## src/rgba_tile_plane_layout_codec_macros.svh

```systemverilog
// assertion macros for the tile plane layout codec
// expects clk_i and rst_ni in the including module's scope
`ifndef RGBA_TILE_PLANE_LAYOUT_CODEC_MACROS_SVH
`define RGBA_TILE_PLANE_LAYOUT_CODEC_MACROS_SVH

// plain property, sampled on the clock, off during reset
`define RTPL_ASSERT(label, prop, msg) \
  label: assert property (@(posedge clk_i) disable iff (!rst_ni) (prop)) else $error(msg);

// same-cycle implication
`define RTPL_ASSERT_IMP(label, ante, cons, msg) \
  label: assert property (@(posedge clk_i) disable iff (!rst_ni) (ante) |-> (cons)) \
    else $error(msg);

// next-cycle implication
`define RTPL_ASSERT_NXT(label, ante, cons, msg) \
  label: assert property (@(posedge clk_i) disable iff (!rst_ni) (ante) |=> (cons)) \
    else $error(msg);

`endif

```

## src/rtpl_pkg.sv

```systemverilog
// shared types and constants of the tile plane layout codec
// no dependencies
package rtpl_pkg;

  localparam int BLOCK_WIDTH = 256;
  localparam int ALPHA_ROWS  = 64;
  localparam int DATA_W      = 32;
  localparam int ADDR_W      = 17;
  localparam int HEIGHT_W    = 9;
  localparam int COORD_W     = 8;
  localparam int MODE_W      = 3;
  localparam int BYTE_W      = 8;
  localparam int LANES       = 4;
  localparam int LANE_W      = 2;
  localparam int QUEUE_DEPTH = 2;
  localparam int QPTR_W      = 1;
  localparam int QCNT_W      = 2;

  typedef enum logic [MODE_W-1:0] {
    MODE_WPIX  = 3'd0,
    MODE_RWORD = 3'd1,
    MODE_WWORD = 3'd2,
    MODE_RPIX  = 3'd3,
    MODE_CLEAR = 3'd4
  } mode_e;

  // one classified item as handed from front to back
  typedef struct packed {
    mode_e               op;
    logic                bad;       // pixel row out of the tile
    logic                in_range;  // encoded address inside the store
    logic [ADDR_W-1:0]   addr_a;    // colour word, or encoded word address
    logic [ADDR_W-1:0]   addr_b;    // alpha word
    logic [LANE_W-1:0]   lane;      // alpha byte within its word
    logic [DATA_W-1:0]   data;      // colour word, or encoded word
    logic [BYTE_W-1:0]   alpha;
  } cmd_t;

endpackage

```

## src/rtpl_front.sv

```systemverilog
// front end: decodes an item into a store command with addresses and flags
// depends on rtpl_pkg
module rtpl_front #(
  parameter int MaxBlockHeight = 256,
  parameter int StoreWords     = 81920
) (
  input  logic [rtpl_pkg::MODE_W-1:0]   mode_i,
  input  logic [rtpl_pkg::COORD_W-1:0]  pix_x_i,
  input  logic [rtpl_pkg::COORD_W-1:0]  pix_y_i,
  input  logic [rtpl_pkg::ADDR_W-1:0]   word_index_i,
  input  logic [rtpl_pkg::DATA_W-1:0]   write_data_i,
  input  logic [rtpl_pkg::HEIGHT_W-1:0] block_height_i,
  output logic                          known_o,
  output rtpl_pkg::cmd_t                cmd_o
);

  localparam logic [rtpl_pkg::HEIGHT_W-1:0] MaxH = rtpl_pkg::HEIGHT_W'(MaxBlockHeight);

  logic [rtpl_pkg::HEIGHT_W-1:0] height;
  logic                          row_ok;
  logic [rtpl_pkg::ADDR_W-1:0]   color_addr;
  logic [rtpl_pkg::ADDR_W-1:0]   alpha_addr;
  logic [rtpl_pkg::DATA_W-1:0]   color_word;

  assign height = (block_height_i > MaxH) ? MaxH : block_height_i;
  assign row_ok = {1'b0, pix_y_i} < height;

  assign color_addr = rtpl_pkg::ADDR_W'((int'(pix_y_i) + rtpl_pkg::ALPHA_ROWS)
                      * rtpl_pkg::BLOCK_WIDTH + int'(pix_x_i));
  // four rows share an alpha word row, one quarter row apart
  assign alpha_addr = rtpl_pkg::ADDR_W'(int'(pix_y_i[rtpl_pkg::COORD_W-1:2])
                      * rtpl_pkg::BLOCK_WIDTH
                      + rtpl_pkg::ALPHA_ROWS * int'(pix_y_i[1:0])
                      + int'(pix_x_i[rtpl_pkg::COORD_W-1:2]));

  // r,g,b,a in, stored as b,g,r,a
  assign color_word = {write_data_i[31:24], write_data_i[7:0],
                       write_data_i[15:8], write_data_i[23:16]};

  always_comb begin
    known_o         = 1'b1;
    cmd_o.op        = rtpl_pkg::mode_e'(mode_i);
    cmd_o.bad       = 1'b0;
    cmd_o.in_range  = word_index_i < rtpl_pkg::ADDR_W'(StoreWords);
    cmd_o.addr_a    = word_index_i;
    cmd_o.addr_b    = alpha_addr;
    cmd_o.lane      = pix_x_i[rtpl_pkg::LANE_W-1:0];
    cmd_o.data      = write_data_i;
    cmd_o.alpha     = write_data_i[31:24];
    unique case (mode_i)
      rtpl_pkg::MODE_WPIX: begin
        cmd_o.bad    = !row_ok;
        cmd_o.addr_a = color_addr;
        cmd_o.data   = color_word;
      end
      rtpl_pkg::MODE_RPIX: begin
        cmd_o.bad    = !row_ok;
        cmd_o.addr_a = color_addr;
      end
      rtpl_pkg::MODE_RWORD, rtpl_pkg::MODE_WWORD, rtpl_pkg::MODE_CLEAR: begin
      end
      default: begin
        known_o = 1'b0;
      end
    endcase
  end

endmodule

```

## config.mk

```make
export PLATFORM = sky130hd
export DESIGN_NAME = rtpl_front
export DESIGN_NICKNAME = d
export VERILOG_FILES = /design/src/rgba_tile_plane_layout_codec_macros.svh /design/src/rtpl_pkg.sv /design/src/rtpl_front.sv
export SDC_FILE = /design/constraint.sdc
export NUM_CORES = 1
export LEC_CHECK = 0
export BUFFER_PORTS_ARGS = -buffer_cell sky130_fd_sc_hd__buf_2
export CORE_MARGIN = 4
export CORE_UTILIZATION = 30
export DETAILED_ROUTE_END_ITERATION = 8
export MAX_ROUTING_LAYER = met4
export PLACE_DENSITY = 0.82
export SLEW_MARGIN = 40
export SYNTH_ARGS = -nofsm -noshare
export SYNTH_HDL_FRONTEND = slang
export SYNTH_SLANG_ARGS = --single-unit
```

## constraint.sdc

```tcl
create_clock -name vclk -period 3.8
set_clock_uncertainty 0.2 [all_clocks]
set_input_delay 0.38 -clock vclk [all_inputs]
set_output_delay 0.38 -clock vclk [all_outputs]
set_load 0.005 [all_outputs]
```

Yosys cells after proc, flatten, opt, wreduce, memory -nomap -nowiden
Cells that the tools add are included.

word-level totals
  bits in registers = 0
  input port bits = 77
  output and inout port bits = 82
  logic and storage cells = 20

cells by class
  add/sub/neg operators = 4
  $lt $le $gt $ge = 3
  eq/ne operators = 4
  mux-type cells = 5
  reduce and logical (&&, ||, !) cells = 4

operator list
  kind                                                              number
  24-bit two-way mux                                                1
  17-bit by 8-bit adder with 17-bit output                          1
  17-bit < comparator (second input constant)                       1
  17-bit two-way mux                                                1
  15-bit by 6-bit adder with 16-bit output                          1
  14-bit by 8-bit adder with 15-bit output                          1
  8-bit by 7-bit adder with 9-bit output (second input constant)    1
  9-bit > comparator (second input constant)                        1
  8-bit by 9-bit < comparator with 1-bit output                     1
  9-bit two-way mux                                                 1
  3-bit by 2-bit == test with 1-bit output (second input constant)  2
  5-bit OR reduction                                                1
  3-bit by 1-bit == test with 1-bit output (second input constant)  1
  3-bit == test (second input constant)                             1
  3-bit logical NOT                                                 1
  1-bit two-way mux                                                 2
  2-bit OR reduction                                                1
  1-bit logical NOT                                                 1

Depth between registers and ports, before layout
  depth after elaboration = 5
  depth in mapped cells = 6
  mapped depth without buffers = 6

Worst setup path after synthesis
OpenSTA, ideal clock, no wires.

  path kind = input to output
  start = input port block_height_i[8] in the netlist's numbering
  end = output port cmd_o[77] in the netlist's numbering
  arrival time = 1.397 ns
  data required time = 3.220 ns
  setup slack = 1.823 ns
  stages = 6
  path buffers = 0
  path through = inv_1 -> nand2_1 -> ha_1 -> a211oi_1 -> o22ai_1 -> o2111a_1

RTL lines
  what             line              text
  start, declared  rtpl_front.sv:12  input logic [rtpl_pkg::HEIGHT_W-1:0] block_height_i,
  end, declared    rtpl_front.sv:14  output rtpl_pkg::cmd_t cmd_o

==> impl_metrics.py <==
metrics = {
    "critical_path": {
        "cp.required_ns": 3.22,
        "cp-start-kind": "input port",
        "critical_path.max_fanout": 8,
        "cp.arrival_ns": 1.70,
        "worst_setup_path_end_kind": "output port",
        "critical_path_class": "input port to output port",
    },
    "sta": {
        "period_share": 0.5998,
        "rsz0062_at_grt": "no",
        "fin_crit_ns": 2.279,
        "setup_tns_ns": 0,
        "worst_slew_pin_slew_ns": 0.5629,
        "max_freq_mhz": 438.8,
        "finalHoldViolations": 0,
        "max_slew_margin": 0.6239,
        "slew_violations": 0,
        "finalSetupViolCount": 0,
    },
    "clock_network": {
        "post_cts_resized": 0,
        "cts_setup_buffers": 0,
        "holdBufCountCts": 0,
    },
    "floorplan": {
        "rows": 21,
        "fp.dieW_um": 66.59,
        "fp.dieH_um": 66.59,
        "coreArea_um2": 3337,
        "dieArea_um2": 4434,
        "ioPinCount": 159,
        "initial_utilization": 0.3086,
    },
    "synth": {
        "yosys.area_share.simple": 0.06683,
        "synth_top_family_by_area": "multiplexers",
        "ys.warnings.count": 0,
        "synth.distinct_cells": 21,
        "yosysSeqAreaShare": 0,
        "synth_compound_area_frac": 0.07290,
        "netlist_area_um2": 1030,
        "synth-xor-area-share": 0.01580,
        "postSynthAreaPerCell_um2": 8.801,
        "synth-adder-area-share": 0.09721,
        "syn_inst": 117,
        "muxShareOfSynthArea": 0.3827,
    },
    "layout": {
        "nets": 275,
        "stdcell_count": 234,
        "ff_latch_area_um2": 0,
        "drive_gt1_frac": 0.8085,
        "nClkBuffers": 0,
        "seq_cells": 0,
        "final_cell_mix": "buf_2, mux2_2, mux2_4",
        "synthToLayoutAreaGrowth_pct": 28.07,
        "antenna_cells": 0,
        "final_common_cell": "buf_2",
    },
    "drt": {
        "num_vias": 1017,
        "wl_per_cell_um": 11.71,
        "wl_met3_um": 374,
        "ant_nets": 0,
        "wl_met2_mm": 1.481,
        "drt-met1-wl_um": 863,
        "wl_mm": 2.741,
        "drtPass1Iterations": 4,
        "top_layer": "met4",
        "drc_errors": 0,
        "viasPerCell": 4.346,
        "drt_iter0_drc": 14,
    },
    "pwr": {
        "p_leak_nw": 0.7421,
        "irDropWorstVdd_mv": 0.04672,
        "powerDensity_nw_per_um2": 118.1,
    },
    "global_routing": {
        "grt_start_max_net_pins": 18,
        "grt_pass1_wl_mm": 3.781,
        "grt_pass1_vias": 933,
        "grt.overflow.total": 0,
        "antenna_found_initial": 0,
        "grt_usage": 0.1067,
    },
    "placement": {
        "hpwl_mm": 2.547,
        "place_congestion": 0.8258,
        "dp.cells": 234,
        "port_buffers": 116,
    },
    "min_path": {
        "min_to": "cmd_o[20]",
        "min_from": "write_data_i[12]",
        "min-delay-path-class": "input port to output port",
        "min_path_cells": 0,
    },
    "outcome": {
        "status": "completed",
    },
    "run": {
        "drv_cap": 0,
    },
}
## report_power, final
group	total [mW]	switching, mW	internal [mW]
logic	0.156	0.0639	0.0918
clock network	0	0	0
registers	0	0	0
## per-stage QoR
stage	hold slack (ns)	cell area [um^2]	worst slack [ns]	util	total power [mW]
after global placement	0.5600	1319	1.508	0.3952	0.1550
after floorplan	0.6222	1037	1.823	-	0.1125
final	0.5600	1319	1.521	0.3952	0.1557
after detailed placement	0.5600	1319	1.489	0.3952	0.1582
after CTS	0.5600	1319	1.487	0.3952	0.1587
after global routing	0.5600	1319	1.393	0.3952	0.1731
## final cells by class
type / instances / area [um^2]
Fill cell: 362 / 2018
Inverter: 2 / 7.507
Multi-Input combinational cell: 69 / 665.6
Tap cell: 46 / 57.56
Timing Repair Buffer: 117 / 588.1
## cell usage after synthesis, types with 2 or more instances
| master | n | area share |
|---|---|---|
| buf_4 | 47 | 0.34 |
| mux2_2 | 23 | 0.25 |
| mux2_4 | 9 | 0.13 |
| ha_1 | 8 | 0.097 |
| nand2_1 | 8 | 0.029 |
| o21ai_0 | 5 | 0.024 |
| a21oi_1 | 2 | 0.0097 |
| inv_1 | 2 | 0.0073 |
## critical path, stage by stage
cell and delay [ns]:
buf_2 0.10, inv_1 0.17, nand2_1 0.08, ha_1 0.29, a211oi_1 0.20, o22ai_1 0.11, o2111a_1 0.22, buf_2 0.12
## per-layer routing
| layer | up-vias | global-route usage |
|---|---|---|
| met5 | - | - |
| met4 | 0 | 0.01015 |
| met3 | 8 | 0.01686 |
| met2 | 73 | 0.2339 |
| met1 | 431 | 0.09510 |
| li1 | 505 | - |
## worst max path at each step
stage                            startpoint        end  depth (start not counted)
after floorplan           block_height_i[8]  cmd_o[77]                          6
after global placement            mode_i[1]  cmd_o[64]                          5
after detailed placement          mode_i[1]  cmd_o[63]                          5
after CTS                         mode_i[1]  cmd_o[63]                          5
after global routing      block_height_i[8]  cmd_o[77]                          8
final                     block_height_i[8]  cmd_o[77]                          8
## cell families (layout without fill, tap and decap cells)
| logic type | count (synthesis) | after routing |
|---|---|---|
| simple gates | 13 | 13 |
| compound gates | 12 | 12 |
| other cells | 1 | 3 |
| xor+xnor | 1 | 1 |
| mux | 32 | 32 |
| buf+inv | 50 | 119 |
| fa+ha+maj | 8 | 8 |
Note: power is estimated with default switching activity, not from simulation.
