`src/rgba_tile_plane_layout_codec_macros.svh`:
```
// assertion macros for the tile plane layout codec
// expects clk_i and rst_ni in the including module's scope
`ifndef RGBA_TILE_PLANE_LAYOUT_CODEC_MACROS_SVH
`define RGBA_TILE_PLANE_LAYOUT_CODEC_MACROS_SVH

// plain property, sampled on the clock, off during reset
`define RTPL_ASSERT(label, prop, msg) \
  label: assert property (@(posedge clk_i) disable iff (!rst_ni) (prop)) else $error(msg);

// same-cycle implication
`define RTPL_ASSERT_IMP(label, ante, cons, msg) \
  label: assert property (@(posedge clk_i) disable iff (!rst_ni) (ante) |-> (cons)) \
    else $error(msg);

// next-cycle implication
`define RTPL_ASSERT_NXT(label, ante, cons, msg) \
  label: assert property (@(posedge clk_i) disable iff (!rst_ni) (ante) |=> (cons)) \
    else $error(msg);

`endif

```
`src/rtpl_pkg.sv`:
```
// shared types and constants of the tile plane layout codec
// no dependencies
package rtpl_pkg;

  localparam int BLOCK_WIDTH = 256;
  localparam int ALPHA_ROWS  = 64;
  localparam int DATA_W      = 32;
  localparam int ADDR_W      = 17;
  localparam int HEIGHT_W    = 9;
  localparam int COORD_W     = 8;
  localparam int MODE_W      = 3;
  localparam int BYTE_W      = 8;
  localparam int LANES       = 4;
  localparam int LANE_W      = 2;
  localparam int QUEUE_DEPTH = 2;
  localparam int QPTR_W      = 1;
  localparam int QCNT_W      = 2;

  typedef enum logic [MODE_W-1:0] {
    MODE_WPIX  = 3'd0,
    MODE_RWORD = 3'd1,
    MODE_WWORD = 3'd2,
    MODE_RPIX  = 3'd3,
    MODE_CLEAR = 3'd4
  } mode_e;

  // one classified item as handed from front to back
  typedef struct packed {
    mode_e               op;
    logic                bad;       // pixel row out of the tile
    logic                in_range;  // encoded address inside the store
    logic [ADDR_W-1:0]   addr_a;    // colour word, or encoded word address
    logic [ADDR_W-1:0]   addr_b;    // alpha word
    logic [LANE_W-1:0]   lane;      // alpha byte within its word
    logic [DATA_W-1:0]   data;      // colour word, or encoded word
    logic [BYTE_W-1:0]   alpha;
  } cmd_t;

endpackage

```
`src/rtpl_queue.sv`:
```
// two entry command queue between front and back
// depends on rtpl_pkg
module rtpl_queue (
  input  logic           clk_i,
  input  logic           rst_ni,
  input  logic           push_i,
  input  rtpl_pkg::cmd_t push_cmd_i,
  output logic           full_o,
  input  logic           pop_i,
  output logic           head_valid_o,
  output rtpl_pkg::cmd_t head_cmd_o
);

  rtpl_pkg::cmd_t                entry_q [rtpl_pkg::QUEUE_DEPTH];
  logic [rtpl_pkg::QPTR_W-1:0]   wr_ptr_q, wr_ptr_d;
  logic [rtpl_pkg::QPTR_W-1:0]   rd_ptr_q, rd_ptr_d;
  logic [rtpl_pkg::QCNT_W-1:0]   count_q, count_d;

  assign full_o       = count_q == rtpl_pkg::QCNT_W'(rtpl_pkg::QUEUE_DEPTH);
  assign head_valid_o = count_q != '0;
  assign head_cmd_o   = entry_q[rd_ptr_q];

  always_comb begin
    wr_ptr_d = push_i ? wr_ptr_q + 1'b1 : wr_ptr_q;
    rd_ptr_d = pop_i ? rd_ptr_q + 1'b1 : rd_ptr_q;
    count_d  = count_q;
    if (push_i && !pop_i) begin
      count_d = count_q + 1'b1;
    end else if (pop_i && !push_i) begin
      count_d = count_q - 1'b1;
    end
  end

  always_ff @(posedge clk_i or negedge rst_ni) begin
    if (!rst_ni) begin
      wr_ptr_q <= '0;
      rd_ptr_q <= '0;
      count_q  <= '0;
    end else begin
      wr_ptr_q <= wr_ptr_d;
      rd_ptr_q <= rd_ptr_d;
      count_q  <= count_d;
    end
  end

  always_ff @(posedge clk_i) begin
    if (push_i) begin
      entry_q[wr_ptr_q] <= push_cmd_i;
    end
  end

endmodule

```
`config.mk`:
```
export PLATFORM = sky130hd
export DESIGN_NAME = rtpl_queue
export DESIGN_NICKNAME = d
export VERILOG_FILES = /design/src/rgba_tile_plane_layout_codec_macros.svh /design/src/rtpl_pkg.sv /design/src/rtpl_queue.sv
export SDC_FILE = /design/constraint.sdc
export NUM_CORES = 1
export LEC_CHECK = 0
export BUFFER_PORTS_ARGS = -buffer_cell sky130_fd_sc_hd__buf_2
export CAP_MARGIN = 0
export CORE_MARGIN = 4
export CORE_UTILIZATION = 56
export CTS_BUF_LIST = sky130_fd_sc_hd__clkbuf_8 sky130_fd_sc_hd__clkbuf_16
export DETAILED_ROUTE_END_ITERATION = 8
export PLACE_DENSITY = 0.94
export SLEW_MARGIN = 40
export SYNTH_ARGS = -nofsm -noshare
export SYNTH_HDL_FRONTEND = slang
export SYNTH_SLANG_ARGS = --single-unit
```
`constraint.sdc`:
```
create_clock -name clk_i -period 9.2 [get_ports clk_i]
set_input_delay 0.92 -clock clk_i [delete_from_list [all_inputs] [get_ports clk_i]]
set_output_delay 0.92 -clock clk_i [all_outputs]
set_load 0.05 [all_outputs]
```
# Word level (Yosys, flattened, before mapping)
# Memory sizes are Yosys's and may differ from the RTL's.
# Cells that the tools add are included.
# word_totals
n_memories	1
mem_bits_rw	162
ff_bits	4
out_inout_bits	83
wordCells	19
# mem_list
memory	depth	width	rd	rd_clocked_by_memory_dff	wr	line	text
entry_q	2	81	1	0	1	rtpl_queue.sv:14	rtpl_pkg::cmd_t entry_q [rtpl_pkg::QUEUE_DEPTH];
# classes
eq_ne	1
n_reduce_logical	6
n_mux	4
n_addsub	4
# op_table
operator	count
$mux W2	2
$reduce_bool A2 Y1	2
$add A1 B1 Y1 const B	2
$add A2 B1 Y2 const B	1
$eq A2 B2 Y1 const B	1
$logic_and A1 B1 Y1	2
$logic_not A1 Y1	2
$mux W1	2
$sub A2 B1 Y2 const B	1

# Logic depth before layout (Yosys ltp)
# Gate-level depths: netlist of run 1.
# depth
word_depth	4
depth_mapped	5
ltp_nobuf	5

# Worst setup path before layout of run 1
# No wires, ideal clock.
# synth_path
kind	input -> register
from	input push_i
to	memory entry_q[0][0] (netlist bit), enable pin
arrival_ns	4.461
path_stages	1
required_ns	8.669
setup_ns	0.531
n_path_buf	0
slack_ns	4.209
path_cell_list	nor2b_1
# synth_via
elab_chain_len	2
# synth_rtl
item	line	text
start, declared	rtpl_queue.sv:6	input logic push_i,
$mux W1	rtpl_queue.sv:47	if (push_i) begin
$mux W1 (implied by the code)	rtpl_queue.sv:48	entry_q[wr_ptr_q] <= push_cmd_i;
end, declared	rtpl_queue.sv:14	
# No other way between the ends.

==> run summary, run 1 <==
The overall via count from detail_route is 3,116, and the count of max-cap constraint violations is 0. Synthesis produced a netlist whose cell count is 268. The finished layout holds 604 standard cells, fillers aside. In the synthesized netlist, mux cells make up 18.8% of the area. The number of buffers and inverters on the critical path was 2.

Count of filler cells inserted in the layout: 657. During synthesis, Yosys emitted a total of 0 warnings. STA classifies the critical path endpoint as an output port. The run gives 17.2% as the overall fraction of global-route tracks in use.

Type of the tightest min-delay check: in2async. The share of the synthesized netlist area taken by xor and xnor gates was 0.681%; the total number of nets in the final design was 536. Ranked by total cell area, the synthesized netlist is headed by edfxtp_1 (76%), mux2_4 (18%), buf_12 (2.5%), dfrtp_1 (1.6%), xor2_1 (0.54%).

The smallest setup slack after layout was 5.81 ns. For the synthesized netlist net count, the log shows 354. The synthesized area divided by synthesized cell count is 24.0 sq um, and the area taken by flip-flops and latches is 0.00497 sq mm. STA classifies the critical path startpoint as a flip-flop. Family of cells with the greatest summed delay on the critical path: flip-flops.

Area of the multi-input gates: 0.00130 sq mm. Largest fanout on the critical path: 47. The number of nets with antenna violations after detailed routing was 0. The library cells used most frequently in the layout, excluding fill and tap cells, are buf_2 (167), edfxtp_1 (162), mux2_4 (79).

Number of instances resized during post-cts repair: 0. The full die area was 0.0133 sq mm; the via count of the first global-routing pass was 3,303. On the final layout, the worst clock skew is 0.00710 ns. The power after layout was 2.99 mW; the number of H-tree levels was 4. The share of synthesized area in the top cell type comes to 75.6%.

The layout-stage area growth over the synthesis result came out at 23.8%. The post-synthesis share of cell area spent on and, or, nand and nor gates was 0.447%. On the worst path, the slowest cell contributes a delay of 0.86 ns. The first global-routing pass estimated 16,800 microns of wire. In this run, placement finished with an instance count of 571.

TritonCTS built the clock tree. After clock tree synthesis, the flow added hold-fix buffers numbering 0. Setup repair after global routing left no endpoint under its margin.

The slowest stage of the critical path belongs to the cell dfrtp_4. For the I/O pin count, the log shows 168. The number of setup buffers added after CTS is 0. The routed design has 11,100 microns of wire.

The leading area contributor after synthesis was edfxtp_1. Clock transition at the register clock pins on the worst setup and hold paths after CTS: 0.06 ns. The routed design could run at a clock period as short as 3.39 ns.

The synthesized design contains 166 register bits. The tools report the largest net degree at the start of global routing as 48. The number of stages on the worst setup path is 3. The most common cell after layout, fill and taps aside is buf_2. The width of the die came out at 115 microns.

Clock latency on the worst-skew pair, taken at its later pin, is 0.41 ns. Dividing the detail-routed wire length by the instance count gives 18.4 microns. In the final timing run, aggregate negative setup slack is 0 ns.

In this run the vertical extent of the chip is 115 microns. Via density per instance: 5.16. Once the floorplan was initialized, standard cells occupied 58.3% of the core. The tools report the final core utilization as 72.2%. Headroom to the max-slew limit came out at 55.6%. For this design the static power due to leakage is 3.27 nW.

The logs give 0.0110 sq mm for the core region area and 4 for the length of the first detailed-routing pass in iterations. The mapped netlist covers 0.00643 sq mm. The tools report the root buffer selected by CTS as clkbuf_16. Summing the areas of all fa, ha and maj instances in the mapped netlist gives 0.194% of the synthesized area.

For the number of buffers on the longest clock path, the log shows 2. The congestion estimate from routability-driven global placement came to 0.680. The signal on the critical path passes through buf_6, mux2_4, buf_2. The run gives 17 as the clock buffer count from CTS.

The fraction of final layout cells with drive strength greater than 1 was 61.1%; the placed wire-length estimate after detailed placement was 7670 microns. Setup violations remaining at the end of the flow were counted as 0. Data arrives at the worst endpoint at 2.47 ns.

The netlist uses 14 different library cells. The final hold violation count was 0; the initial antenna violation count was 1. The largest family of logic cells by synthesized area was multiplexers. The max-slew violation total from the final report was 0; the total power divided by cell area was 375 mW/mm^2.

The cell count of the worst reg-to-reg path is 2, and the initial DRC count is 179. The post-route clock period utilization is 36.8%. The logs give 38 for the cell row count and 77.2% for the share of synthesized area occupied by flip-flops and latches.

The flow ran to the end, and the final reports show no timing, DRC or antenna violations. CTS saw 166 sinks. Buffers placed on the I/O ports in this run total 167. Path type of the worst setup path: reg2out.

The logs give 295 MHz for the maximum achievable frequency and 0.000255 V for the worst IR drop on VDD. Summed over all layers, the global routing overflow is 0. For the pin with the worst max-slew slack, the measured transition is 0.666 ns.

The synthesized netlist devotes 0% of its cell area to compound gates. For this run, design rule violations remaining after detail routing come to 0. The tools report the worst slack at placement as 6.03 ns. STA puts the critical path data required time at 8.28 ns.
==> Yosys cell counts <==
cell and instances:
and2_1 1, buf_12 8, buf_6 1, dfrtp_1 4
edfxtp_1 162, ha_1 1, inv_1 1, mux2_2 2
mux2_4 79, nor2_1 1, nor2b_1 2, or2_2 1
xnor2_1 1, xor2_1 4
==> through the flow <==
stage / cell area (sq um) / hold slack [ns]
6_report: 7970 / 0.304
5_1_grt: 7970 / 0.281
4_1_cts: 7960 / 0.289
3_5_place_dp: 7360 / 0.483
3_3_place_gp: 7300 / 0.463
2_1_floorplan: 6430 / 0.447
==> worst reg2reg max path: stages, from the launching register on <==
cell	delay, ns
dfrtp_1	0.44
and2_4	0.55
buf_12	0.32
==> layout make-up <==
class | count | share of cell area [%]
inverters | 1 | 0.0471
flip-flops and latches | 166 | 62.4
diodes | 1 | 0.0314
repair buffers | 172 | 11.5
clock inverters | 13 | 1.81
well taps | 140 | 2.20
clock buffers | 19 | 5.68
multi-input cells | 92 | 16.4
==> sequential cells by signal (all words and copies together) (netlist names) <==
name,flops
count_q,2
entry_q,162
rd_ptr_q,1
wr_ptr_q,1
==> per-layer routing <==
metal | GRT usage, % | share of wire (%)
met5 | 0 | 0
met4 | 6.81 | 0.95
met3 | 5.74 | 7.9
met2 | 29.5 | 53
met1 | 20.0 | 39
==> logic make-up after synthesis <==
logic type | after synthesis
buffers and inverters | 10
XOR/XNOR | 5
adder cells (fa/ha/maj) | 1
multiplexers | 81
AND/OR/NAND/NOR | 5
flip-flops | 166
==> final timing paths <==
kind	start	end	slack, ns
min reg2reg	count_q[1]	count_q[1]	0.49
max in group asynchronous	rst_ni	rd_ptr_q	8.76
max	rd_ptr_q	head_cmd_o[32]	5.81
min	rst_ni	count_q[1]	0.30
min in group clk_i	count_q[1]	count_q[1]	0.49
max reg2reg	wr_ptr_q	entry_q[1][36]	7.55
==> report_power, final <==
group	internal, mW	total [mW]	leakage, nW	switching [mW]
logic	0.399	1.20	1.40	0.805
clock network	0.436	0.696	0.303	0.260
registers	1.01	1.09	1.57	0.0833
(Power assumes the default switching activity.)
==> run 2: changes to the inputs <==
CORE_UTILIZATION = 47   (was 56)
PLACE_DENSITY = 0.85   (was 0.94)
clock period = 2.8 ns   (was 9.2 ns; I/O delays follow)
==> run 2 against run 1 <==
Worst hold slack got worse by 0.25 ns; critical path depth is the same; final area is 0.57% higher; combinational power rose to 3.3 times the previous value; largest cell class unchanged; cell count rose by 6.0%; register-to-register slack worse by 6.4 ns; first-iteration DRC count down 13%; largest power group unchanged.
==> run summary, run 2 (synthesis gave the netlist of run 1 again) <==
The run gives 0 (unchanged) as the final hold violation count. Fraction of final layout cells with drive strength greater than 1: 61.2% (was 61.1%). For the internal power of the cells, the log shows 6.05 mW (was 1.84 mW). The number of H-tree levels was 4 (unchanged). The run gives 48.2% (was 58.3%) as the initial core utilization. The tools report the clock buffer count from CTS as 17 (unchanged). Critical-path cell with the highest stage delay: dfrtp_4 (unchanged). The tools report the later-pin clock latency in the skew report as 0.41 ns (about the same). The tools report the origin of the critical flop-to-flop path as wr_ptr_q (unchanged). The delay of the slowest critical-path stage was 0.70 ns (was 0.86 ns); the clock transition at the register clock pins on the worst setup and hold paths after CTS was 0.06 ns (about the same). The tools report the worst setup path startpoint as rd_ptr_q (unchanged).

For this run, the top clock speed supported by timing is 432 MHz. The data arrival time at the worst-slack endpoint is 2.03 ns (was 2.47 ns), and the vertical die dimension is 125 microns (was 115 microns). The initial DRC count was 155 (was 179). Core region area: 0.0133 sq mm (was 0.0110 sq mm). Ordered list of cells on the worst path: buf_12, mux2_4, buf_2 (was buf_6, mux2_4, buf_2). The width of the die was 125 microns (was 115 microns); the final core utilization was 60.0% (was 72.2%).

The startpoint kind of the worst setup timing path was a flip-flop (unchanged). Via density per instance: 4.78 (was 5.16). Most used cells in the layout excluding fill and tap cells: buf_2 (167), edfxtp_1 (162), mux2_4 (79) (unchanged). The slew at the pin with the worst max-slew slack was 0.657 ns (was 0.666 ns).

Type of the tightest min-delay check: in2reg (was in2async). The logs give 0 ns (unchanged) for the setup TNS after final layout and 0.0499 ns (was 0.304 ns) for the minimum hold slack. The clock sink count came out at 166 (unchanged).

The clock period could shrink to 2.31 ns. Most common cell after layout, fill and taps aside: buf_2 (unchanged). Max-slew violation total from the final report: 0 (unchanged). The run gives 23.2% (was 23.3%) as the clock power share.

The fraction of power consumed by combinational cells was 40.9% (was 40.3%); the via count of the first global-routing pass was 3,319 (was 3,303). The path type of the worst setup path is reg2out (unchanged). The tools report the worst slack at placement as 0.913 ns (was 6.03 ns). The root buffer selected by CTS was clkbuf_16 (unchanged).

The tools report the number of buffers on the longest clock path as 2 (unchanged). For the placed wire-length estimate after detailed placement, the log shows 7410 microns (was 7670 microns). The count of filler cells inserted in the layout was 1,002 (was 657).

The total leakage power was 3.28 nW (was 3.27 nW); the worst IR drop on VDD was 0.000682 V (was 0.000255 V). The net switching share of the total power was 38.3% (was 38.4%); the number of nets with antenna violations after detailed routing was 0 (unchanged). The family of cells with the greatest summed delay on the critical path was flip-flops (unchanged). The total power divided by cell area is 1230 mW/mm^2 (was 375 mW/mm^2). The hold path startpoint is push_cmd_i[18]. The overall via count from detail_route was 3,061 (was 3,116); the antenna cell count was 0 (was 1).

The flip-flop count of the largest register after layout is 162 (unchanged), and the routability-driven placement congestion ratio is 0.693 (was 0.680). Largest net degree at the start of global routing: 49 (was 48). The run gives 537 (was 536) as the total number of nets in the final design. The largest fanout on the critical path works out to 34 (was 47). The cell row count was 42 (was 38); the count of unresolved DRC violations after routing was 0 (unchanged). The number of buffers and inverters on the critical path is 2 (unchanged), and the count of max-cap constraint violations is 0 (unchanged).

The run finished with clean final reports. Registers with the highest flip-flop counts: entry_q x162, count_q x2 (unchanged). The tools report the share of total power in sequential cells as 35.9% (was 36.4%).

The tools report the full die area as 0.0156 sq mm (was 0.0133 sq mm). The logs give 17,100 microns (was 16,800 microns) for the wire length of the first global-routing pass and 0 (unchanged) for the total global routing overflow. The tightest slew margin relative to the limit is 56.2% (was 55.6%), and the mean routed wirelength per cell is 17.0 microns (was 18.4 microns). Setup repair after global routing left no endpoint under its margin. The initial antenna violation count is 1 (unchanged), and the count of buffers added by post-CTS timing repair for setup is 0 (unchanged). Register bank with the most flops: entry_q (unchanged). The required time of the critical path was 2.52 ns (was 8.28 ns); the post-route clock period utilization was 82.6%. The tools report the clock tree skew after final layout as 0.00656 ns (was 0.00710 ns). The number of input and output port buffers inserted was 167 (unchanged).

The layout-stage area growth over the synthesis result was 24.5% (was 23.8%); the switching component of the power was 3.76 mW (was 1.15 mW). Type of element capturing the critical path: an output port (unchanged). Final setup violation count: 0 (unchanged). For the smallest setup slack after layout, the log shows 0.486 ns (was 5.81 ns).

The tools report the I/O pin count as 168 (unchanged). The overall fraction of global-route tracks in use is 14.4% (was 17.2%). TritonCTS built the clock tree. Aggregate routed wire length: 10,900 microns (was 11,100 microns). For the length of the first detailed-routing pass in iterations, the log shows 4 (unchanged). The power after layout came out at 9.82 mW (was 2.99 mW).
## run 2: cell count changes in the layout (fill, tap and decap cells not counted), sizes merged
cell | previous run | this run
clkinv | 0 | 3
clkinvlp | 3 | 2
diode | 1 | 0
dlygate4sd3 | 0 | 1
inv | 8 | 6
## run 2: area by class of cell
type | instances | area, sq um | area share, %
clock buffers | 19 | 453 | 5.65
clock inverters | 13 | 143 | 1.78
inverters | 1 | 3.75 | 0.0468
multi-input cells | 92 | 1300 | 16.3
flip-flops and latches | 166 | 4970 | 62.0
well taps | 176 | 220 | 2.75
repair buffers | 173 | 921 | 11.5
## run 2: repair_timing
| action | CTS | global route |
|---|---|---|
| endpoints found under the hold margin | 4 | 0 |
| resized for setup | 0 | 0 |
| hold buffers | 1 | 0 |
## run 2: worst paths after layout
| path | end | slack (ns) | cells after the start |
|---|---|---|---|
| worst max-delay path | head_cmd_o[37] | 0.49 | 3 |
| min in group asynchronous | count_q[1] | 0.23 | 2 |
| worst min register to register | count_q[1] | 0.49 | 1 |
| worst max register to register | entry_q[1][44] | 1.16 | 2 |
| max in group asynchronous | rd_ptr_q | 2.43 | 2 |
| worst min-delay path | entry_q[0][18] | 0.05 | 1 |
## run 2: power groups by stage
stage	registers, mW	clock network, mW	logic, mW
after floorplan	3.47	0	3.59
after CTS	3.53	2.34	4.07
after global routing	3.57	2.47	4.19
final	3.52	2.28	4.01
after detailed placement	3.58	0	4.06
after global placement	3.55	0	4.03
## run 2: through the flow
step,cell area [sq um],instances
3_5_place_dp,7410,607
3_3_place_gp,7410,607
6_report,8010,640
4_1_cts,8010,640
2_1_floorplan,6440,268
5_1_grt,8010,640
## run 2: routing by layer
| layer | vias to the layer above | part of all wire [%] | GRT usage, % |
|---|---|---|---|
| li1 | 1431 | - | - |
| met1 | 1494 | 38 | 16.0 |
| met2 | 117 | 52 | 24.9 |
| met3 | 17 | 7.8 | 5.50 |
| met4 | 2 | 1.7 | 5.74 |
| met5 | - | 0.12 | 0 |
## run 2: worst register-to-register path, stage by stage, from the launching register on
cell and delay, ns:
dfrtp_1 0.43, and2_4 0.51, buf_12 0.35
==> run 3: changes to the inputs <==
CORE_UTILIZATION = 52   (was 47)
PLACE_DENSITY = 0.89   (was 0.85)
clock period = 2.3 ns   (was 2.8 ns; I/O delays follow)
==> run 3 against run 2 <==
Utilization rose by 12 points; critical path depth is the same; final area grew 7.9%; via count grew 8.2%; worst hold slack worse by 0.030 ns; largest cell class unchanged; die area shrank 9.0%; count of clock-buffer cells in the layout rose by 1; first-iteration DRC count rose by 46%; routed wire length up 11%.
==> run summary, run 3 (synthesis gave the netlist of run 1 again) <==
Registers with the highest flip-flop counts: entry_q x162, count_q x2 (unchanged). The logs give 4 (unchanged) for the length of the first detailed-routing pass in iterations and 3.55 nW (was 3.28 nW) for the total leakage power. The required time of the critical path is 2.07 ns (was 2.52 ns). The clock buffer count from CTS is 17 (unchanged), and the layout-stage area growth over the synthesis result is 34.4% (was 24.5%). The worst path needs 2.09 ns of the cycle, external delays included. The count of unresolved DRC violations after routing was 0 (unchanged); the post-route clock period utilization was 91.0%. Setup repair after global routing left no endpoint under its margin.

Routability-driven placement congestion ratio: 0.719 (was 0.693). The switching component of the power is 4.63 mW (was 3.76 mW), and the core region area is 0.0121 sq mm (was 0.0133 sq mm). The overall fraction of global-route tracks in use came out at 17.5% (was 14.4%). The tools report the total number of nets in the final design as 606 (was 537). Final setup violation count: 0 (unchanged). Share of total power in sequential cells: 35.7% (was 35.9%). TritonCTS built the clock tree. The register bank with the most flops was entry_q (unchanged).

The tools report the final hold violation count as 0 (unchanged). The critical-path cell with the highest stage delay is dfrtp_4 (unchanged). The tools report the clock sink count as 166 (unchanged).

The initial core utilization was 53.3% (was 48.2%). The fraction of power consumed by combinational cells came out at 42.5% (was 40.9%). The count of filler cells inserted in the layout is 733 (was 1,002), and the total global routing overflow is 0 (unchanged). The number of nets with antenna violations after detailed routing was 0 (unchanged).

The via count of the first global-routing pass was 3,699 (was 3,319). The root buffer selected by CTS was clkbuf_16 (unchanged). Fraction of final layout cells with drive strength greater than 1: 54.2% (was 61.2%). The run gives 45 (was 49) as the largest net degree at the start of global routing. The logs give 0.000828 V (was 0.000682 V) for the worst IR drop on VDD and 0 (unchanged) for the max-slew violation total from the final report. For this run, the top clock speed supported by timing is 478 MHz.

The largest fanout on the critical path is 33 (was 34). The most common cell after layout, fill and taps aside was buf_2 (unchanged). The net switching share of the total power came out at 38.9% (was 38.3%). Type of element capturing the critical path: an output port (unchanged). The run gives 0.0142 sq mm (was 0.0156 sq mm) as the full die area. The path type of the worst setup path is reg2out (unchanged). For the aggregate routed wire length, the log shows 12,100 microns (was 10,900 microns). The vertical die dimension is 119 microns (was 125 microns). Area taken by flip-flops and latches: 0.00497 sq mm (unchanged). The placed wire-length estimate after detailed placement was 7690 microns (was 7410 microns). The number of buffers on the longest clock path is 2 (unchanged), and the count of max-cap constraint violations is 0 (unchanged). The internal reg-to-reg setup slack came out at 0.82 ns (was 1.16 ns).

The type of the tightest min-delay check is in2reg (unchanged). The slew at the pin with the worst max-slew slack was 0.588 ns (was 0.657 ns). The flip-flop count of the largest register after layout is 162 (unchanged), and the wire length of the first global-routing pass is 18,900 microns (was 17,100 microns).

The logs give 0.00130 sq mm (unchanged) for the area of the multi-input gates and 3,311 (was 3,061) for the overall via count from detail_route. The number of input and output port buffers inserted was 167 (unchanged). The logs give 0.00935 ns (was 0.00656 ns) for the clock tree skew after final layout and 0 ns (unchanged) for the setup TNS after final layout. The initial antenna violation count was 0 (was 1). The data arrival time at the worst-slack endpoint is 1.86 ns (was 2.03 ns), and the delay of the slowest critical-path stage is 0.59 ns (was 0.70 ns).

The initial DRC count came out at 227 (was 155). Via density per instance: 4.72 (was 4.78). The power after layout was 11.9 mW (was 9.82 mW); the number of H-tree levels was 4 (unchanged).

Mean routed wirelength per cell: 17.3 microns (was 17.0 microns). Ordered list of cells on the worst path: buf_12, mux2_4, buf_2 (unchanged). The width of the die was 119 microns (was 125 microns). Most used cells in the layout excluding fill and tap cells: buf_2 (167), edfxtp_1 (162), mux2_4 (79) (unchanged). The tightest slew margin relative to the limit is 60.8% (was 56.2%).

The run finished with clean final reports. Startpoint kind of the worst setup timing path: a flip-flop (unchanged). The tools report the internal power of the cells as 7.28 mW (was 6.05 mW).

The I/O pin count was 168 (unchanged); the clock power share was 21.8% (was 23.2%). The later-pin clock latency in the skew report was 0.41 ns (about the same); the clock transition at the register clock pins on the worst setup and hold paths after CTS was 0.06 ns (about the same). The total power divided by cell area was 1380 mW/mm^2 (was 1230 mW/mm^2). The cell row count came out at 40 (was 42).

The antenna cell count is 0 (unchanged).
==> run 3: changes by cell type in the layout (fill, tap and decap cells not counted), sizes merged <==
cell         before  now
buf             172  175
clkinv            3    5
bufinv            3    1
clkinvlp          2    3
dlygate4sd3       1   67
clkbuf           19   20
inv               6    4
==> run 3: what timing repair did <==
item / 4_1_cts / 5_1_grt
hold buffers: 57 / 10
setup buffers: 0 / 0
setup endpoints to repair: 0 / 0
resized for setup: 0 / 0
hold endpoints to repair: 112 / 15
==> run 3: layout make-up <==
class                   instances  share of cell area, %
flip-flops and latches        166                   57.5
repair buffers                242                   18.6
multi-input cells              92                   15.1
clock buffers                  20                   5.40
well taps                     168                   2.43
clock inverters                12                   1.03
inverters                       1                 0.0434
==> run 3: final timing paths <==
| kind | start | endpoint | cells past startpoint |
|---|---|---|---|
| worst max-delay path | rd_ptr_q | head_cmd_o[27] | 3 |
| worst min-delay path | push_cmd_i[68] | entry_q[1][68] | 1 |
| worst max register to register | wr_ptr_q | entry_q[1][50] | 2 |
| worst min register to register | count_q[1] | count_q[1] | 1 |
| max in group asynchronous | rst_ni | rd_ptr_q | 2 |
| min in group asynchronous | rst_ni | wr_ptr_q | 2 |
==> run 3: critical path: cells and delay by family, from the launching register on <==
family	cells	cell delay, ns
buf+inv	2	0.50
flops	1	0.59
mux	1	0.33
==> run 3: layer usage <==
metal	routed length [microns]	GRT usage, %
met1	4700	19.6
met2	6470	31.1
met3	706	5.37
met4	238	6.95
met5	0	0
==> run 3: power groups by stage <==
stage	clock, mW	sequential, mW	combinational (mW)
final	2.60	4.25	5.06
after global routing	2.82	4.31	5.26
after CTS	2.66	4.26	5.09
after detailed placement	0	4.33	5.00
after global placement	0	4.28	4.97
after floorplan	0	4.21	4.37
==> run 3: stage by stage <==
step | hold WS, ns | util [%] | cell area (sq um) | setup slack [ns] | instances
after floorplan | -0.0656 | - | 6440 | 0.251 | 268
after global placement | 0.0382 | 61.5 | 7420 | 0.630 | 602
after detailed placement | 0.0431 | 61.5 | 7420 | 0.621 | 602
after CTS | 0.000238 | 70.9 | 8550 | 0.167 | 691
after global routing | 0.00000605 | 71.7 | 8650 | 0.126 | 701
final | 0.0200 | 71.7 | 8650 | 0.207 | 701
